## src/rtl/nsc_pkg.sv

```systemverilog
// Shared types, constants and helpers for the NMEA sentence checker.
// Used by nsc_line_tracker, nmea_sentence_checker and nsc_checker.
// No dependencies.
package nsc_pkg;

  // Line length limit and field count limit
  localparam int unsigned LINE_LENGTH = 80;
  localparam int unsigned FIELD_LIMIT = 16;

  localparam int unsigned POS_W   = 7;
  localparam int unsigned COUNT_W = 5;

  // Characters of interest
  localparam logic [7:0] CHAR_NUL    = 8'h00;
  localparam logic [7:0] CHAR_LF     = 8'h0A;
  localparam logic [7:0] CHAR_CR     = 8'h0D;
  localparam logic [7:0] CHAR_DOLLAR = 8'h24;
  localparam logic [7:0] CHAR_STAR   = 8'h2A;
  localparam logic [7:0] CHAR_COMMA  = 8'h2C;

  // Sentence type texts, one character per entry
  localparam logic [7:0] RMC_TEXT [3] = '{8'h52, 8'h4D, 8'h43};
  localparam logic [7:0] GGA_TEXT [3] = '{8'h47, 8'h47, 8'h41};

  typedef enum logic [1:0] {
    KIND_OTHER = 2'd0,
    KIND_RMC   = 2'd1,
    KIND_GGA   = 2'd2
  } kind_t;

  typedef enum logic [1:0] {
    STATUS_MATCH = 2'd0,
    STATUS_NONE  = 2'd1,
    STATUS_BAD   = 2'd2
  } status_t;

  // One result item, last field (sentence_kind) in the lowest bits
  typedef struct packed {
    logic               truncated;
    logic [7:0]         computed_sum;
    logic [COUNT_W-1:0] field_count;
    status_t            check_status;
    kind_t              sentence_kind;
  } result_t;

  localparam int unsigned RESULT_W    = $bits(result_t);
  localparam int unsigned OUT_TDATA_W = ((RESULT_W + 7) / 8) * 8;

  // Hex digit decode: bit 4 flags a valid digit, bits 3:0 hold its value
  function automatic logic [4:0] hex_decode(input logic [7:0] c);
    logic [4:0] res;
    res = 5'd0;
    if (c >= 8'h30 && c <= 8'h39) begin
      res = {1'b1, 4'(c - 8'h30)};
    end else if (c >= 8'h41 && c <= 8'h46) begin
      res = {1'b1, 4'(c - 8'h37)};
    end else if (c >= 8'h61 && c <= 8'h66) begin
      res = {1'b1, 4'(c - 8'h57)};
    end
    return res;
  endfunction

endpackage

```

## src/rtl/nsc_line_tracker.sv

```systemverilog
// Per-line state of the NMEA sentence checker: position, XOR, checksum
// digits, comma count and type match. Builds the result at the line end.
// Depends on nsc_pkg.
module nsc_line_tracker (
  input  logic            clk,
  input  logic            rst_n,
  input  logic            byte_valid,
  input  logic [7:0]      byte_data,
  output logic            result_valid,
  output nsc_pkg::result_t result
);

  logic [nsc_pkg::POS_W-1:0]   pos_r, pos_nxt;
  logic                        is_sentence_r, is_sentence_nxt;
  logic [7:0]                  xor_r, xor_nxt;
  logic                        in_check_r, in_check_nxt;
  logic [7:0]                  rx_sum_r, rx_sum_nxt;
  logic [1:0]                  hex_cnt_r, hex_cnt_nxt;
  logic                        hex_err_r, hex_err_nxt;
  logic [nsc_pkg::COUNT_W-1:0] comma_r, comma_nxt;
  logic [5:0]                  type_bits_r, type_bits_nxt;
  logic                        ovf_r, ovf_nxt;

  logic       is_eol;
  logic [4:0] hex;
  logic [1:0] k;
  logic [2:0] k_gga;

  assign is_eol = (byte_data == nsc_pkg::CHAR_CR) || (byte_data == nsc_pkg::CHAR_LF);
  assign hex    = nsc_pkg::hex_decode(byte_data);
  assign k      = 2'(pos_r - nsc_pkg::POS_W'(3));
  assign k_gga  = {1'b0, k} + 3'd3;

  // Advance the line state for one transferred byte
  always_comb begin
    pos_nxt         = pos_r;
    is_sentence_nxt = is_sentence_r;
    xor_nxt         = xor_r;
    in_check_nxt    = in_check_r;
    rx_sum_nxt      = rx_sum_r;
    hex_cnt_nxt     = hex_cnt_r;
    hex_err_nxt     = hex_err_r;
    comma_nxt       = comma_r;
    type_bits_nxt   = type_bits_r;
    ovf_nxt         = ovf_r;
    if (byte_valid) begin
      if (is_eol) begin
        if (pos_r != '0) begin
          pos_nxt         = '0;
          is_sentence_nxt = 1'b0;
          xor_nxt         = '0;
          in_check_nxt    = 1'b0;
          rx_sum_nxt      = '0;
          hex_cnt_nxt     = '0;
          hex_err_nxt     = 1'b0;
          comma_nxt       = '0;
          type_bits_nxt   = '1;
          ovf_nxt         = 1'b0;
        end
      end else if (byte_data == nsc_pkg::CHAR_NUL) begin
        // drop NUL bytes entirely
      end else if (pos_r >= nsc_pkg::POS_W'(nsc_pkg::LINE_LENGTH)) begin
        ovf_nxt = 1'b1;
      end else begin
        pos_nxt = pos_r + nsc_pkg::POS_W'(1);
        if (pos_r == '0) begin
          is_sentence_nxt = (byte_data == nsc_pkg::CHAR_DOLLAR);
        end else begin
          // Match type characters three to five
          if (pos_r >= nsc_pkg::POS_W'(3) && pos_r <= nsc_pkg::POS_W'(5)) begin
            if (in_check_r || byte_data == nsc_pkg::CHAR_STAR) begin
              type_bits_nxt = '0;
            end else begin
              if (byte_data != nsc_pkg::RMC_TEXT[k]) type_bits_nxt[{1'b0, k}] = 1'b0;
              if (byte_data != nsc_pkg::GGA_TEXT[k]) type_bits_nxt[k_gga] = 1'b0;
            end
          end
          if (in_check_r) begin
            // Collect checksum digits
            if (!hex[4] || hex_cnt_r >= 2'd2) begin
              hex_err_nxt = 1'b1;
              if (hex_cnt_r != 2'd3) hex_cnt_nxt = hex_cnt_r + 2'd1;
            end else begin
              rx_sum_nxt  = {rx_sum_r[3:0], hex[3:0]};
              hex_cnt_nxt = hex_cnt_r + 2'd1;
            end
          end else if (byte_data == nsc_pkg::CHAR_STAR) begin
            in_check_nxt = 1'b1;
          end else begin
            xor_nxt = xor_r ^ byte_data;
            if (byte_data == nsc_pkg::CHAR_COMMA &&
                comma_r < nsc_pkg::COUNT_W'(nsc_pkg::FIELD_LIMIT - 1)) begin
              comma_nxt = comma_r + nsc_pkg::COUNT_W'(1);
            end
          end
        end
      end
    end
  end

  always_ff @(posedge clk) begin
    if (!rst_n) begin
      pos_r         <= '0;
      is_sentence_r <= 1'b0;
      xor_r         <= '0;
      in_check_r    <= 1'b0;
      rx_sum_r      <= '0;
      hex_cnt_r     <= '0;
      hex_err_r     <= 1'b0;
      comma_r       <= '0;
      type_bits_r   <= '1;
      ovf_r         <= 1'b0;
    end else begin
      pos_r         <= pos_nxt;
      is_sentence_r <= is_sentence_nxt;
      xor_r         <= xor_nxt;
      in_check_r    <= in_check_nxt;
      rx_sum_r      <= rx_sum_nxt;
      hex_cnt_r     <= hex_cnt_nxt;
      hex_err_r     <= hex_err_nxt;
      comma_r       <= comma_nxt;
      type_bits_r   <= type_bits_nxt;
      ovf_r         <= ovf_nxt;
    end
  end

  // Emit a result when a sentence line ends
  assign result_valid = byte_valid && is_eol && (pos_r != '0) && is_sentence_r;

  always_comb begin
    result.sentence_kind = nsc_pkg::KIND_OTHER;
    if (pos_r >= nsc_pkg::POS_W'(6) && type_bits_r[2:0] == 3'b111) begin
      result.sentence_kind = nsc_pkg::KIND_RMC;
    end else if (pos_r >= nsc_pkg::POS_W'(6) && type_bits_r[5:3] == 3'b111) begin
      result.sentence_kind = nsc_pkg::KIND_GGA;
    end
    if (!in_check_r) begin
      result.check_status = nsc_pkg::STATUS_NONE;
    end else if (hex_err_r || hex_cnt_r == 2'd0 || rx_sum_r != xor_r) begin
      result.check_status = nsc_pkg::STATUS_BAD;
    end else begin
      result.check_status = nsc_pkg::STATUS_MATCH;
    end
    result.field_count  = comma_r + nsc_pkg::COUNT_W'(1);
    result.computed_sum = xor_r;
    result.truncated    = ovf_r;
  end

endmodule

```

## config.mk

```make
export PLATFORM = sky130hd
export DESIGN_NAME = nsc_line_tracker
export DESIGN_NICKNAME = d
export VERILOG_FILES = /design/src/rtl/nsc_pkg.sv /design/src/rtl/nsc_line_tracker.sv
export SDC_FILE = /design/constraint.sdc
export NUM_CORES = 1
export LEC_CHECK = 0
export BUFFER_PORTS_ARGS = -buffer_cell sky130_fd_sc_hd__buf_2
export CELL_PAD_IN_SITES_DETAIL_PLACEMENT = 0
export CELL_PAD_IN_SITES_GLOBAL_PLACEMENT = 2
export CORE_ASPECT_RATIO = 0.9
export CORE_MARGIN = 2
export CORE_UTILIZATION = 35
export CTS_CLUSTER_DIAMETER = 50
export DETAILED_ROUTE_END_ITERATION = 6
export GPL_TIMING_DRIVEN = 0
export PLACE_DENSITY_LB_ADDON = 0.1
export SLEW_MARGIN = 0
export SYNTH_ARGS = -nofsm -noshare
export SYNTH_HDL_FRONTEND = slang
export SYNTH_SLANG_ARGS = --single-unit
```

## constraint.sdc

```tcl
create_clock -name clk -period 3.9 [get_ports clk]
set_input_delay 0.195 -clock clk [delete_from_list [all_inputs] [get_ports clk]]
set_output_delay 0.195 -clock clk [all_outputs]
set_load 0.03 [all_outputs]
```

Word level (Yosys, flattened, before mapping)
Cells that the tools add are included.
{"block": "word_totals", "regBits": 40, "wordCells": 184, "out_inout_bits": 19}
{"block": "classes", "eq_ne": 19, "muxes": 86, "n_addsub": 8, "bitwise_logic": 6, "reduce_logical": 38, "order_cmp": 17}
{"operator": "$mux W8", "count": 17}
{"operator": "$mux W6", "count": 16}
{"operator": "$mux W5", "count": 11}
{"operator": "$bmux W8 S2", "count": 2}
{"operator": "$mux W7", "count": 4}
{"operator": "$reduce_and A7 Y1", "count": 4}
{"operator": "$eq A8 B6 Y1 const B", "count": 3}
{"operator": "$mux W2", "count": 12}
{"operator": "$ne A8 B8 Y1", "count": 3}
{"operator": "$mux W1", "count": 22}
{"operator": "$eq A8 B4 Y1 const B", "count": 2}
{"operator": "$ge A8 B7 Y1 const B", "count": 2}
{"operator": "$le A8 B7 Y1 const B", "count": 2}
{"operator": "$and A6 B6 Y6", "count": 2}
{"operator": "$logic_and A1 B1 Y1", "count": 12}
{"operator": "$ne A2 B2 Y1 const B", "count": 6}
{"operator": "$reduce_bool A2 Y1", "count": 6}
{"operator": "$reduce_and A5 Y1", "count": 2}
{"operator": "$ge A8 B6 Y1 const B", "count": 1}
{"operator": "$le A8 B6 Y1 const B", "count": 1}
{"operator": "$logic_not A8 Y1", "count": 1}
{"operator": "$reduce_and A4 Y1", "count": 2}
{"operator": "$reduce_and A8 Y1", "count": 1}
{"operator": "$sub A4 B3 Y4 const B", "count": 2}
{"operator": "32 further kinds", "count": 38}

Depth between registers and ports, before layout
Gate-level depths: netlist (run 1).
{"block": "depth", "ltp_word": 23, "ltp_mapped": 13, "depth_no_buf": 10}

Worst setup path before layout (run 1)
Ideal clock, no wire load.
{"block": "synth_path", "path_type": "input port to flip-flop", "from": "in byte_data[0]", "to": "reg rx_sum_r[0]", "arrival_time_ps": 2969, "setup_time_ps": 72, "path_slack_ps": 858, "cell_stages": 12, "path_buffers": 2, "cell_sequence": "clkbuf_1 -> inv_1 -> ha_1 -> mux2_2 -> and3_4 -> clkbuf_1 -> ha_1 -> nand2b_1 -> a211oi_1 -> nand3_1 -> o32ai_1 -> mux2i_1"}
{"block": "synth_via", "elab_chain_cells": 11, "word_cells_on_any_way": 34, "classes_between": "3 x add/sub; 6 x order compare; 7 x eq/ne; 9 x mux; 9 x reduce/logical"}
{"element": "from (decl)", "line": "nsc_line_tracker.sv:8", "text": "input logic [7:0] byte_data,"}
{"element": "$ge A8 B7 Y1 or $le A8 B7 Y1 (tied branches)", "line": "nsc_pkg.sv:57", "text": "end else if (c >= 8'h61 && c <= 8'h66) begin"}
{"element": "$logic_and A1 B1 Y1", "line": "nsc_pkg.sv:57"}
{"element": "$mux W5", "line": "nsc_pkg.sv:57"}
{"element": "$mux W5", "line": "nsc_pkg.sv:55", "text": "end else if (c >= 8'h41 && c <= 8'h46) begin"}
{"element": "$mux W5", "line": "nsc_pkg.sv:53", "text": "if (c >= 8'h30 && c <= 8'h39) begin"}
{"element": "$mux W8", "line": "nsc_line_tracker.sv:80", "text": "if (!hex[4] || hex_cnt_r >= 2'd2) begin"}
{"element": "$mux W8", "line": "nsc_line_tracker.sv:78", "text": "if (in_check_r) begin"}
{"element": "$mux W8", "line": "nsc_line_tracker.sv:66", "text": "if (pos_r == '0) begin"}
{"element": "$mux W8", "line": "nsc_line_tracker.sv:62", "text": "end else if (pos_r >= nsc_pkg::POS_W'(nsc_pkg::LINE_LENGTH)) begin"}
{"element": "$mux W8", "line": "nsc_line_tracker.sv:60", "text": "end else if (byte_data == nsc_pkg::CHAR_NUL) begin"}
{"element": "$mux W8", "line": "nsc_line_tracker.sv:47", "text": "if (is_eol) begin"}
{"element": "to (signal assigned)", "line": "nsc_line_tracker.sv:118", "text": "rx_sum_r <= rx_sum_nxt;"}
{"element": "to (decl)", "line": "nsc_line_tracker.sv:17", "text": "logic [7:0] rx_sum_r, rx_sum_nxt;"}
Parallel ways exist; a longest one is shown, timed or not. The select of a mux whose other input is x is not followed.
A chain may end at the register's enable or synchronous reset.

Final worst setup path (run 1)
{"block": "layout_path", "from": "in byte_data[0]", "to": "reg hex_cnt_r[1]"}
{"block": "layout_via", "elab_chain_cells": 13, "word_cells_on_any_way": 31, "classes_between": "6 x order compare; 7 x eq/ne; 9 x mux; 9 x reduce/logical"}
{"element": "$ge A8 B7 Y1 or $le A8 B7 Y1 (tied branches)", "line": "nsc_pkg.sv:57"}
{"element": "$logic_and A1 B1 Y1", "line": "nsc_pkg.sv:57"}
{"element": "$mux W5", "line": "nsc_pkg.sv:57"}
{"element": "$mux W5", "line": "nsc_pkg.sv:55"}
{"element": "$mux W5", "line": "nsc_pkg.sv:53"}
{"element": "$logic_not A1 Y1", "line": "nsc_line_tracker.sv:80"}
{"element": "$logic_or A1 B1 Y1", "line": "nsc_line_tracker.sv:80"}
{"element": "$mux W2", "line": "nsc_line_tracker.sv:80"}
{"element": "$mux W2", "line": "nsc_line_tracker.sv:78"}
{"element": "$mux W2", "line": "nsc_line_tracker.sv:66"}
{"element": "$mux W2", "line": "nsc_line_tracker.sv:62"}
{"element": "$mux W2", "line": "nsc_line_tracker.sv:60"}
{"element": "$mux W2", "line": "nsc_line_tracker.sv:47"}
{"element": "to (signal assigned)", "line": "nsc_line_tracker.sv:119", "text": "hex_cnt_r <= hex_cnt_nxt;"}
{"element": "to (decl)", "line": "nsc_line_tracker.sv:18", "text": "logic [1:0] hex_cnt_r, hex_cnt_nxt;"}
Parallel ways exist; a longest one is shown, timed or not. The select of a mux whose other input is x is not followed.

==> results.cfg, run 1 <==
[run_status]
status = finished clean

[logic_synthesis]
synth.most_common_cell = nand2_1
synth_edf_count = 0
ys_seq_elements = 40
async_flop_share = 0
synth_seq_area_share = 0.3022
syn-instance-count = 322
synth_top_area_frac = 0.3022
yosys_warnings = 0
synth_area_leaders = dfxtp_1 (30%), ha_1 (8.5%), xnor2_1 (5.9%)
synth_cell_types = 61
synthTopCellsByCount = nand2_1 (41), dfxtp_1 (40), nor2_1 (22)
ys.flop_type = dfxtp_1
avgSynthCellArea_um2 = 8.230
syn_nets = 351
syn_area_mm2 = 0.002650
synth_area_leader_cell = dfxtp_1

[power]
p_sw_frac = 0.2916
switching_power_mw = 0.2735
p_int_mw = 0.6643
p_comb_frac = 0.172
vdd.ir_drop.worst_v = 0.0001369
pwr_density_cell_mw_per_mm2 = 310.6
p_leak_nw = 1.131
p_clk_frac = 0.373
seq_power_share = 0.456
finalPower_mw = 0.9379

[setup_path]
critPathTopFamily = buffers and inverters
crit_cells = 13
slowest_delay_ps = 420
cp_slowest_cell = a211oi_2
crit_buf_inv = 4
startpoint_type = input port
crit_fanout = 10
rr_worst_depth = 10
cp.required_ps = 4090
path_cells = buf_2 -> clkbuf_1 -> inv_1 -> ha_1 -> mux2_2 -> and3_4 -> clkbuf_1 -> ha_1 -> nand2b_1 -> a211oi_2 -> nand3_1 -> a21oi_1 -> mux2_2
crit_type = input port to flop
setup.worst_path.end_class = flop
arrival_ps = 3600

[global_route]
gr-total-overflow = 0
grt_start_max_net_pins = 14
grt_pass1_vias = 2265
grtUsageTotal = 0.1878
antenna_found_initial = 0
grt_pass1_wl_mm = 12.04

[timing]
finalMaxSlewViolations = 0
final_hold_viol_count = 0
whs_ps = 162.2
rsz0062_at_grt = false
fin_skew_ps = 9.173
fin_crit_sh = 0.8733
fmax_mhz = 293.6
slew-limit-headroom = 0.4615
tns_ps = 0
setup_viol = 0
worst_slack_ps = 494.0
worst_slew_pin_slew_ps = 796.6
timing.final.crit_period_ps = 3406

[clocking]
ctsHoldBuffers = 0
clk_pin_slew_worst_paths_ps = 80
clockBufferDepth = 2
post_cts.repair.setup_buffers = 0
tritoncts.num_buffers = 5
worstSkewPairLatency_ps = 300
cts_tree = yes
cts.htree.levels = 2
cts_sinks = 40
cts_root_buf = clkbuf_8

[placement]
io_buffers = 25
dp_cells = 443
dp_hpwl_mm = 5.464
postPlaceCellArea_mm2 = 0.002895
place_congestion = 0.7820
place_ws_ps = -143.5

[layout]
drive_gt1_frac = 0.1634
fin_nets = 383
area_growth_pct = 13.93
n_antenna_cell = 0
final_cells = 451
fill_cells = 802
final_cell_area_mm2 = 0.003019
final_core_util = 0.4062

[detailed_routing]
wire_per_inst_um = 16.13
routed_wl_mm = 7.274
firstDrtPassIters = 6
viasPerCell = 5.286
drc = 0
drtAntennaViolNets = 0
drtIter0Drc = 107
vias = 2384

[hold_path]
hold_path_class = input port to flop
hold_depth = 3

[floorplan]
core_area_mm2 = 0.007432
die-width_um = 95.72
dieArea_mm2 = 0.008285
die_h_um = 86.55
rows = 30
ios = 30
start_util = 0.3566

[run]
cap_violations = 0
## path summary, 6_finish.rpt
check | from | endpoint | slack (ps)
worst max-delay path | byte_data[0] | hex_cnt_r[1] | 490
worst min-delay path | byte_data[6] | xor_r[6] | 160
worst max register to register | pos_r[0] | hex_cnt_r[1] | 640
worst min register to register | pos_r[6] | pos_r[6] | 460
## cell families (layout without fill, tap and decap cells)
family                     after synthesis  count (layout)  share of synthesized area
and+or+nand+nor                        114             114                     0.2186
AOI/OAI and AO/OA                       86              86                     0.2262
DFF                                     40              40                     0.3022
buffers and inverters                   33              66                    0.05760
xor gates and xnor gates                22              22                    0.07271
adders and majority gates               18              18                    0.08499
muxes                                    9               9                    0.03777
## cell type report
| cell class | instances | area (um^2) | area share |
|---|---|---|---|
| Tap cell | 96 | 120.1 | 0.03978 |
| Sequential cell | 40 | 800.8 | 0.2652 |
| Buffer | 19 | 100.1 | 0.03315 |
| Clock inverter | 3 | 42.54 | 0.01409 |
| Inverter | 14 | 52.55 | 0.01741 |
| Timing Repair Buffer | 25 | 125.1 | 0.04144 |
| Clock buffer | 5 | 68.82 | 0.02279 |
| Multi-Input combinational cell | 249 | 1709 | 0.5661 |
## layer usage
metal,GRT usage,vias up,part of all wire
li1,-,1225,-
met1,0.2801,1115,0.52
met2,0.2810,40,0.44
met3,0.03565,4,0.033
met4,0.03896,0,0.0074
met5,0,-,0
## sequential cells by signal, indices dropped and copies added (netlist names), 2 cells and up
signal / flops
hex_cnt_r: 2
rx_sum_r: 8
type_bits_r: 6
comma_r: 5
xor_r: 8
pos_r: 7
## placed cells by master, fill, tap and decap left out, drive strengths merged, types with 2 or more instances in the layout
cell / instances
nor3: 5
a21oi: 15
nand3: 15
and2: 2
a211o: 2
or3: 2
a211oi: 5
buf: 32
a31oi: 5
clkbuf: 17
o31ai: 2
xor2: 4
xnor2: 18
mux2: 5
a21bo: 3
ha: 18
o22ai: 8
nor4b: 2
inv: 14
nand4: 3
nor3b: 4
nor4: 3
nor2: 22
o311ai: 6
or4: 3
or2: 2
nand2: 41
dfxtp: 40
mux2i: 4
o21ai: 21
a41oi: 3
a21boi: 2
nand2b: 3
a32o: 2
## worst min-delay path, cell delays in order
cell and delay [ps]:
buf_6 110, nand2_1 50, o21ai_0 60
## power groups by stage
| stage | logic [mW] | registers (mW) | clock network [mW] |
|---|---|---|---|
| 2_1_floorplan | 0.102 | 0.445 | 0 |
| 3_3_place_gp | 0.159 | 0.437 | 0 |
| 3_5_place_dp | 0.158 | 0.438 | 0 |
| 4_1_cts | 0.160 | 0.428 | 0.358 |
| 5_1_grt | 0.178 | 0.429 | 0.380 |
| 6_report | 0.161 | 0.428 | 0.349 |
## what timing repair did
action	in CTS	in global routing
gates resized for setup	0	4
endpoints found under the setup margin	0	9
endpoints found under the hold margin	0	0
No activity file was read; power rests on OpenSTA's default activity.
==> run 2, diff against run 1 <==
CAP_MARGIN = 25   (was not set)
PLACE_DENSITY = 0.88   (was not set)
PLACE_DENSITY_LB_ADDON = not set   (was 0.1)
==> results.cfg, run 2 (synthesis gave the netlist of run 1 again) <==
[timing]
timing.final.crit_period_ps = 3620
rsz0062_at_grt = false
finalMaxSlewViolations = 0
fmax_mhz = 276.2
setup_viol = 0
fin_skew_ps = 11.81
worst_slack_ps = 279.6
fin_crit_sh = 0.9283
slew-limit-headroom = 0.4499
final_hold_viol_count = 0
worst_slew_pin_slew_ps = 813.6
whs_ps = 164.2

[setup_path]
startpoint_type = input port
critPathTopFamily = compound AO/OA/AOI/OAI gates
crit_fanout = 10
crit_type = input port to flop
setup.worst_path.end_class = flop
cp_slowest_cell = a211oi_1
path_cells = buf_2 -> clkbuf_1 -> inv_1 -> ha_1 -> mux2_2 -> and3_4 -> clkbuf_1 -> ha_1 -> nand2b_1 -> a211oi_1 -> nand3_1 -> o21ai_0 -> o22ai_1
arrival_ps = 3800
r2r_slack_ps = 490
slowest_delay_ps = 550
cp.required_ps = 4080
crit_buf_inv = 4

[clocking]
cts_sinks = 40
cts_root_buf = clkbuf_8
worstSkewPairLatency_ps = 300
cts_tree = yes
cts.htree.levels = 2
tritoncts.num_buffers = 5
clockBufferDepth = 2
ctsHoldBuffers = 0
clk_pin_slew_worst_paths_ps = 90

[global_route]
grtUsageTotal = 0.1756
grt_pass1_wl_mm = 11.39
antenna_found_initial = 0
gr-total-overflow = 0
grt_start_max_net_pins = 14
grt_pass1_vias = 2290

[layout]
top_regs = rx_sum_r: 8 flops, xor_r: 8 flops, pos_r: 7 flops
final_cells = 451
fin_nets = 383
final_cell_mix = nand2_1 (41), dfxtp_1 (40), buf_2 (27)
drive_gt1_frac = 0.1606
layout_commonest_cell = nand2_1
n_antenna_cell = 0
final_cell_area_mm2 = 0.003062
area_growth_pct = 15.53

[detailed_routing]
viasPerCell = 5.448
drtIter0Drc = 94
vias = 2457
firstDrtPassIters = 4
drtAntennaViolNets = 0
wire_per_inst_um = 15.28
routed_wl_mm = 6.890
drc = 0

[placement]
dp_cells = 443
io_buffers = 25
postPlaceCellArea_mm2 = 0.002895
place_congestion = 0.8389
place_ws_ps = -55.43
dp_hpwl_mm = 5.229

[power]
finalPower_mw = 1.067
vdd.ir_drop.worst_v = 0.0001493
pwr_density_cell_mw_per_mm2 = 348.6
p_leak_nw = 1.155

[floorplan]
ios = 30
rows = 30
start_util = 0.3566
core_area_mm2 = 0.007432
dieArea_mm2 = 0.008285
die_h_um = 86.55
die-width_um = 95.72

[hold_path]
hold_path_class = input port to flop

[run]
cap_violations = 0

[run_status]
status = finished clean
[run 2: cell types whose count changed in the layout (fill, tap and decap cells not counted), sizes merged]
| cell | previous run | this run |
|---|---|---|
| bufinv | 1 | 3 |
| clkinvlp | 1 | 0 |
| clkinv | 1 | 0 |
[run 2: worst register-to-register path: cells and delay by family, from the launching register on]
family / cells / cell delay, ps
simple gates: 3 / 690
flops: 1 / 410
fa+ha+maj: 2 / 470
compound gates: 3 / 1220
buf+inv: 2 / 510
[run 2: through the flow]
step / util / TNS, ps
6_report: 0.4120 / 0
3_5_place_dp: 0.3896 / -246.2
2_1_floorplan: - / 0
5_1_grt: 0.4120 / 0
3_3_place_gp: 0.3896 / -396.0
4_1_cts: 0.4109 / 0
[run 2: final cells by class]
type | count | area (um^2)
Clock buffer | 5 | 68.82
Multi-Input combinational cell | 249 | 1704
Buffer | 19 | 100.1
Tap cell | 96 | 120.1
Fill cell | 789 | 4370
Clock inverter | 3 | 90.09
Sequential cell | 40 | 800.8
Timing Repair Buffer | 25 | 125.1
Inverter | 14 | 52.55
[run 2: power breakdown]
part / leakage [nW] / internal (mW) / total [mW] / switching [mW]
Sequential: 0.323 / 0.417 / 0.427 / 0.0105
Combinational: 0.753 / 0.0577 / 0.158 / 0.100
Clock: 0.0784 / 0.320 / 0.482 / 0.162
Total: 1.16 / 0.795 / 1.07 / 0.273
[run 2: routing by layer]
layer	share of wire	GRT usage	wire, um	vias up
met5	0	0	0	-
met4	0.0090	0.03896	62	0
met3	0.041	0.02870	282	7
met2	0.45	0.2778	3084	43
met1	0.50	0.2511	3460	1173
li1	-	-	-	1234
[run 2: repair_timing]
action                                  4_1_cts  5_1_grt
hold endpoints to repair                      0        0
gates resized for setup                       0        1
endpoints found under the setup margin        0        1
setup buffers                                 0        0
[run 2: final timing paths]
| check | endpoint | cells past startpoint | from |
|---|---|---|---|
| worst max-delay path | rx_sum_r[4] | 13 | byte_data[0] |
| worst min-delay path | xor_r[6] | 3 | byte_data[6] |
| worst max register to register | rx_sum_r[4] | 10 | pos_r[0] |
| worst min register to register | pos_r[6] | 2 | pos_r[6] |
